<file path="src/design/gbc_pkg.sv">
// ----------------------------------------------------------------------------
// gbc_pkg
// Shared types, constants and microcode program for the GOST block cipher unit.
// ----------------------------------------------------------------------------
package gbc_pkg;

  localparam int unsigned BlockW   = 64;
  localparam int unsigned HalfW    = 32;
  localparam int unsigned NumKeys  = 8;
  localparam int unsigned KeyIdxW  = 3;
  localparam int unsigned NumRows  = 8;
  localparam int unsigned CfgIdxW  = 3;
  localparam int unsigned UpcW     = 4;
  localparam int unsigned RotBits  = 11;

  // Request mode field: the high bit selects the MAC transform.
  localparam logic [1:0] ModeEncrypt = 2'd0;
  localparam logic [1:0] ModeDecrypt = 2'd1;

  typedef enum logic [1:0] {
    OpRoundFwd  = 2'd0,  // eight rounds, keys K0..K7
    OpRoundRev  = 2'd1,  // eight rounds, keys K7..K0
    OpDoneSwap  = 2'd2,  // emit result with halves swapped
    OpDone      = 2'd3   // emit result as is
  } op_e;

  typedef struct packed {
    op_e             op;
    logic [UpcW-1:0] next;
  } uword_t;

  // Program entry points.
  localparam logic [UpcW-1:0] EntryEnc = 4'd0;
  localparam logic [UpcW-1:0] EntryDec = 4'd5;
  localparam logic [UpcW-1:0] EntryMac = 4'd10;

  function automatic uword_t gbc_ucode(input logic [UpcW-1:0] addr);
    uword_t w;
    case (addr)
      // encrypt
      4'd0:    w = '{op: OpRoundFwd, next: 4'd1};
      4'd1:    w = '{op: OpRoundFwd, next: 4'd2};
      4'd2:    w = '{op: OpRoundFwd, next: 4'd3};
      4'd3:    w = '{op: OpRoundRev, next: 4'd4};
      4'd4:    w = '{op: OpDoneSwap, next: 4'd4};
      // decrypt
      4'd5:    w = '{op: OpRoundFwd, next: 4'd6};
      4'd6:    w = '{op: OpRoundRev, next: 4'd7};
      4'd7:    w = '{op: OpRoundRev, next: 4'd8};
      4'd8:    w = '{op: OpRoundRev, next: 4'd9};
      4'd9:    w = '{op: OpDoneSwap, next: 4'd9};
      // MAC transform
      4'd10:   w = '{op: OpRoundFwd, next: 4'd11};
      4'd11:   w = '{op: OpRoundFwd, next: 4'd12};
      4'd12:   w = '{op: OpDone,     next: 4'd12};
      default: w = '{op: OpDone,     next: 4'd0};
    endcase
    return w;
  endfunction

endpackage

</file>
<file path="src/design/gost_block_cipher_unit.sv">
// ----------------------------------------------------------------------------
// gost_block_cipher_unit
// GOST 28147-89 block cipher core driven by a microcoded round sequencer.
// ----------------------------------------------------------------------------
// Usage:
//   A request carries a mode (encrypt, decrypt, MAC transform), a 64-bit
//   block and the 256-bit key in four parts; it is taken on in_valid_i and
//   in_ready_o both high. The result block leaves on out_valid_o/out_ready_i.
//   The substitution rows are written through cfg_we_i/cfg_index_i/cfg_data_i
//   while the unit is idle.
//   Timing: one round per cycle through a single round unit. Encrypt and
//   decrypt run 32 rounds and MAC runs 16, each followed by a final step
//   that emits the result; a new request is taken the cycle after the
//   result is registered.
//   The step count is set by the microcode program: one control word per
//   block of eight rounds, walked by a 3-bit key index counter.
//   Reset clears the substitution rows to zero and leaves the unit idle.
//   When the receiver stalls, the output register holds the result; a
//   following request runs its rounds and then waits in its final step until
//   the output register frees up.
// ----------------------------------------------------------------------------
module gost_block_cipher_unit
  import gbc_pkg::*;
(
  input  logic                clk_i,
  input  logic                rst_ni,
  input  logic                cfg_we_i,
  input  logic [CfgIdxW-1:0]  cfg_index_i,
  input  logic [BlockW-1:0]   cfg_data_i,
  input  logic                in_valid_i,
  output logic                in_ready_o,
  input  logic [1:0]          mode_i,
  input  logic [BlockW-1:0]   block_in_i,
  input  logic [BlockW-1:0]   key_part_0_i,
  input  logic [BlockW-1:0]   key_part_1_i,
  input  logic [BlockW-1:0]   key_part_2_i,
  input  logic [BlockW-1:0]   key_part_3_i,
  output logic                out_valid_o,
  input  logic                out_ready_i,
  output logic [BlockW-1:0]   block_out_o
);

  logic [BlockW-1:0]  sbox_q [NumRows];

  logic [HalfW-1:0]   key_q [NumKeys];
  logic [HalfW-1:0]   n1_q, n1_d, n2_q, n2_d;
  logic               busy_q, busy_d;
  logic [UpcW-1:0]    upc_q, upc_d;
  logic [KeyIdxW-1:0] kidx_q, kidx_d;
  logic               out_valid_q, out_valid_d;
  logic [BlockW-1:0]  out_q, out_d;

  uword_t             uw;
  logic [KeyIdxW-1:0] key_sel;
  logic [HalfW-1:0]   sum, sub, rot, round_out;
  logic               accept, emit;

  // Configuration rows
  always_ff @(posedge clk_i or negedge rst_ni) begin
    if (!rst_ni) begin
      for (int i = 0; i < NumRows; i++) begin
        sbox_q[i] <= '0;
      end
    end else if (cfg_we_i) begin
      sbox_q[cfg_index_i] <= cfg_data_i;
    end
  end

  // Round datapath
  assign uw      = gbc_ucode(upc_q);
  assign key_sel = (uw.op == OpRoundRev) ? ~kidx_q : kidx_q;
  assign sum     = n1_q + key_q[key_sel];

  always_comb begin
    for (int i = 0; i < NumRows; i++) begin
      sub[4*i +: 4] = sbox_q[i][{sum[4*i +: 4], 2'b00} +: 4];
    end
  end

  assign rot       = {sub[HalfW-RotBits-1:0], sub[HalfW-1:HalfW-RotBits]};
  assign round_out = rot ^ n2_q;

  assign in_ready_o = !busy_q;
  assign accept     = in_valid_i && in_ready_o;

  // Sequencer
  always_comb begin
    busy_d      = busy_q;
    upc_d       = upc_q;
    kidx_d      = kidx_q;
    n1_d        = n1_q;
    n2_d        = n2_q;
    out_d       = out_q;
    out_valid_d = out_valid_q && !out_ready_i;
    emit        = 1'b0;

    if (accept) begin
      busy_d = 1'b1;
      kidx_d = '0;
      n1_d   = block_in_i[HalfW-1:0];
      n2_d   = block_in_i[BlockW-1:HalfW];
      if (mode_i[1]) begin
        upc_d = EntryMac;
      end else if (mode_i == ModeDecrypt) begin
        upc_d = EntryDec;
      end else begin
        upc_d = EntryEnc;
      end
    end else if (busy_q) begin
      case (uw.op)
        OpRoundFwd, OpRoundRev: begin
          n1_d   = round_out;
          n2_d   = n1_q;
          kidx_d = kidx_q + 1'b1;
          if (kidx_q == KeyIdxW'(NumKeys - 1)) begin
            upc_d = uw.next;
          end
        end
        OpDoneSwap, OpDone: begin
          // hold until the output register is free
          emit = !out_valid_q || out_ready_i;
          if (emit) begin
            out_d       = (uw.op == OpDoneSwap) ? {n1_q, n2_q} : {n2_q, n1_q};
            out_valid_d = 1'b1;
            busy_d      = 1'b0;
          end
        end
        default: begin
          busy_d = 1'b0;
        end
      endcase
    end
  end

  always_ff @(posedge clk_i or negedge rst_ni) begin
    if (!rst_ni) begin
      busy_q      <= 1'b0;
      upc_q       <= '0;
      kidx_q      <= '0;
      out_valid_q <= 1'b0;
    end else begin
      busy_q      <= busy_d;
      upc_q       <= upc_d;
      kidx_q      <= kidx_d;
      out_valid_q <= out_valid_d;
    end
  end

  always_ff @(posedge clk_i) begin
    n1_q  <= n1_d;
    n2_q  <= n2_d;
    out_q <= out_d;
    if (accept) begin
      key_q[0] <= key_part_0_i[HalfW-1:0];
      key_q[1] <= key_part_0_i[BlockW-1:HalfW];
      key_q[2] <= key_part_1_i[HalfW-1:0];
      key_q[3] <= key_part_1_i[BlockW-1:HalfW];
      key_q[4] <= key_part_2_i[HalfW-1:0];
      key_q[5] <= key_part_2_i[BlockW-1:HalfW];
      key_q[6] <= key_part_3_i[HalfW-1:0];
      key_q[7] <= key_part_3_i[BlockW-1:HalfW];
    end
  end

  assign out_valid_o = out_valid_q;
  assign block_out_o = out_q;

endmodule

</file>
<file path="config.mk">
export PLATFORM = sky130hd
export DESIGN_NAME = gost_block_cipher_unit
export DESIGN_NICKNAME = d
export VERILOG_FILES = /design/src/design/gbc_pkg.sv /design/src/design/gost_block_cipher_unit.sv
export SDC_FILE = /design/constraint.sdc
export NUM_CORES = 1
export LEC_CHECK = 0
export BUFFER_PORTS_ARGS = -buffer_cell sky130_fd_sc_hd__buf_2
export CORE_UTILIZATION = 45
export CTS_CLUSTER_SIZE = 28
export DETAILED_ROUTE_END_ITERATION = 12
export PLACE_DENSITY = 0.64
export SKIP_CTS_REPAIR_TIMING = 1
export SYNTH_ARGS = -nofsm -noshare
export SYNTH_HDL_FRONTEND = slang
export SYNTH_SLANG_ARGS = --single-unit
</file>
<file path="constraint.sdc">
create_clock -name clk_i -period 9 [get_ports clk_i]
set_input_delay 1.8 -clock clk_i [delete_from_list [all_inputs] [get_ports clk_i]]
set_output_delay 1.8 -clock clk_i [all_outputs]
set_load 0.02 [all_outputs]
</file>
==> results.md <==
- FF+latch count, synth: 905
- Worst path max stage delay: 1150 ps
- Worst reg2reg path depth: 23
- Clock Latency Late Sink: 680 ps
- Number of buffers and inverters on the critical path: 3
- Largest net degree at the start of global routing: 200
- Worst Hold Class: reg -> reg
- Total core area: 91500 um^2
- Mux share of post-synthesis cell area: 0.271
- Number of placed I/O pins: 460
- Top flip-flop cell by instance count after synthesis: sky130_fd_sc_hd__dfrtp_1
- Wire per inst: 29.4 um
- Number of enable flip-flop cells after synthesis: 384
- Port Buf Inserts: 459
- Syn avg cell area: 15.4 um^2
- Sequential cell area in the final layout: 24600 um^2
- Die Ht: 306 um
- Main combinational cell family by area after synthesis: multiplexers
- Slew @ Worst Pin: 1320 ps
- Row count: 111
- Total Negative Setup Slacks: 0 ps
- Die area: 93600 um^2
- Data arrival time at the worst-slack endpoint: 7990 ps
- Global router's overall resource usage: 0.277
- Cell family contributing the most delay on the critical path: simple AND/OR/NAND/NOR gates
- Element type at the critical path end: register
- CTS sink count: 905
- Post-detailed-route count of antenna-violating nets: 0
- Fraction of the mapped netlist area in compound gates: 0.0316
- Via count of the first global-routing pass: 26985
- TritonCTS clock tree: done
- Simple-gate share of the synthesized area: 0.0607
- Status: completed
- Cell with the biggest individual delay on the critical path: sky130_fd_sc_hd__or4_2
- Number of design rule violations left after detail routing: 0
- Worst path required time: 9400 ps
- Root Buffer Master: sky130_fd_sc_hd__clkbuf_16
- Clock buffer count from CTS: 99
- Number of antenna violations at the first check in global routing: 20
- Area growth from synthesis to layout: 16.7%
- DP HPWL: 89.7 mm
- Share of final-layout standard cells stronger than drive strength 1: 0.458
- Leading cell types in the layout, fill and taps excluded: sky130_fd_sc_hd__mux2_2, sky130_fd_sc_hd__dfrtp_1, sky130_fd_sc_hd__buf_2
- Critical path, cell by cell: inv_1, ha_1, nor2_1, a21boi_1, nor2_1, xnor2_2, buf_12, mux4_2, mux2_2, ha_1, fa_1, a21oi_1, o211ai_2, nand4_1, a211oi_1, or4_2, buf_4, a22o_1, nand4_1, nand4_1, nand4_1, xnor2_1, o21ai_1
- Synth cell types: 72
- Clock-pin slew on the worst setup and hold paths: 70 ps
- Mean number of vias per cell: 6.03
- Final setup violating endpoints: 0
- Max Root-Sink Buffers: 3
- Most frequent standard cell in the layout excluding fill and tap cells: sky130_fd_sc_hd__mux2_2
- Worst Skew: 21.3 ps
- Via total after detailed routing: 26647
- Sum of routed wire length over all layers: 130 mm
- Final number of max-transition violations: 0
- Syn_nets: 3138
- Period utilisation layout: 0.844
- Max cap viols: 0
- First DRT Iteration DRCs: 2776
- Startpoint Class: register
- Number of logic stages on the critical path including buffering: 23
- Maximum fanout along the worst path: 62
- Fmax: 132 MHz
- Synthesized instance count: 2705
- Multi-input combinational cell area: 16400 um^2
- Initial Util: 0.454
- Final critical path time including I/O delays and setup: 7600 ps
- Slew Limit Headroom: 0.119
- Fraction of the yosys area taken by sequential cells: 0.591
- Filler cells: 7452
- Chip Width: 306 um
- Count of TritonRoute iterations in the first routing pass: 6
- Most common cell on crit path: sky130_fd_sc_hd__nand4_1
- Count of final hold-check violations: 0
- Cell area after technology mapping: 41600 um^2
- Setup repair after global routing missed its margin: no
- First-pass GRT wire length: 189 mm
- Number of warnings reported in the yosys synthesis log: 0
- Synthesized-area fraction occupied by adder cells: 0.0119
- Parity-gate share of the synthesized area counting xor and xnor cells: 0.0158
- Total global routing overflow: 0
- Cell count of the worst hold path: 1
- Global placement routability congestion: 0.899
- Fraction of registers with async set or reset after synthesis: 0.576
- Total number of H-tree levels: 3
- Fin nets: 3573
- Type of the worst setup path: reg -> reg
-- cells by family after synthesis --
logic type                 after synthesis
DFF                                    905
and+or+nand+nor                        488
muxes                                  828
adders and majority gates               39
xor gates and xnor gates                71
buffers and inverters                  184
AOI/OAI and AO/OA                      190
-- synthesized netlist by cell type (10+ instances only) --
| master | count | area share |
|---|---|---|
| sky130_fd_sc_hd__a21oi_1 | 52 | 0.0063 |
| sky130_fd_sc_hd__nand4b_1 | 35 | 0.0074 |
| sky130_fd_sc_hd__a22o_1 | 32 | 0.0067 |
| sky130_fd_sc_hd__a21o_1 | 14 | 0.0025 |
| sky130_fd_sc_hd__mux4_2 | 167 | 0.091 |
| sky130_fd_sc_hd__xor2_1 | 16 | 0.0034 |
| sky130_fd_sc_hd__dfrtp_1 | 521 | 0.31 |
| sky130_fd_sc_hd__a211oi_1 | 10 | 0.0018 |
| sky130_fd_sc_hd__ha_1 | 38 | 0.011 |
| sky130_fd_sc_hd__buf_2 | 23 | 0.0028 |
| sky130_fd_sc_hd__nor2_1 | 39 | 0.0035 |
| sky130_fd_sc_hd__edfxtp_1 | 384 | 0.28 |
| sky130_fd_sc_hd__mux2i_1 | 41 | 0.0099 |
| sky130_fd_sc_hd__nand2b_1 | 39 | 0.0059 |
| sky130_fd_sc_hd__nand2_1 | 184 | 0.017 |
| sky130_fd_sc_hd__xnor2_1 | 52 | 0.011 |
| sky130_fd_sc_hd__mux2_2 | 612 | 0.17 |
| sky130_fd_sc_hd__nand3_1 | 58 | 0.0070 |
| sky130_fd_sc_hd__clkbuf_1 | 130 | 0.012 |
| sky130_fd_sc_hd__nand4_1 | 108 | 0.016 |
| sky130_fd_sc_hd__inv_1 | 15 | 0.0014 |
| sky130_fd_sc_hd__o21ai_0 | 20 | 0.0024 |
| sky130_fd_sc_hd__o21ai_1 | 17 | 0.0020 |
-- worst paths after layout --
| path | start | to | slack [ps] |
|---|---|---|---|
| setup / recovery | upc_q[0] | n1_q[8] | 1400 |
| hold / removal | sbox_q[143] | sbox_q[143] | 500 |
| setup reg to reg | upc_q[0] | n1_q[8] | 1400 |
| hold reg to reg | sbox_q[143] | sbox_q[143] | 500 |
| max in group asynchronous | rst_ni | sbox_q[26] | 6300 |
| min in group asynchronous | rst_ni | sbox_q[377] | 1130 |
-- flip-flops by register name, indices dropped and copies added (netlist names) --
signal and count:
upc_q 4, out_valid_o 1, n2_q 32, kidx_q 3
n1_q 32, busy_q 1, key_q 256, sbox_q 512
block_out_o 64
-- layer usage --
layer  share of wire  GRT usage  vias to the layer above
li1                -          -                    11268
met4           0.030     0.0867                       16
met2            0.48      0.452                     1062
met1            0.41      0.373                    14061
met3           0.076     0.0589                      240
met5         0.00069          0                        -
-- metrics by stage --
stage                     cell area, um^2   util  worst slack (ps)  hold WS [ps]  std cells
after floorplan                     41600      -              2590           470       2705
after global placement              45300  0.494              1730           479       4225
after detailed placement            45300  0.494              1470           487       4225
after CTS                           48500  0.530              1470           500       4409
after global routing                48500  0.530              1010           511       4413
final                               48500  0.530              1400           500       4418
-- cell type report --
cell class | count | share of cell area
flip-flops and latches | 905 | 0.506
multi-input cells | 1616 | 0.339
clock buffers | 137 | 0.0577
repair buffers | 502 | 0.0555
well taps | 1186 | 0.0306
clock inverters | 47 | 0.00898
inverters | 16 | 0.00139
diodes | 9 | 0.000464
Power is not shown: default switching activity piles up to over one toggle a cycle in this logic, so the estimate is an artifact.
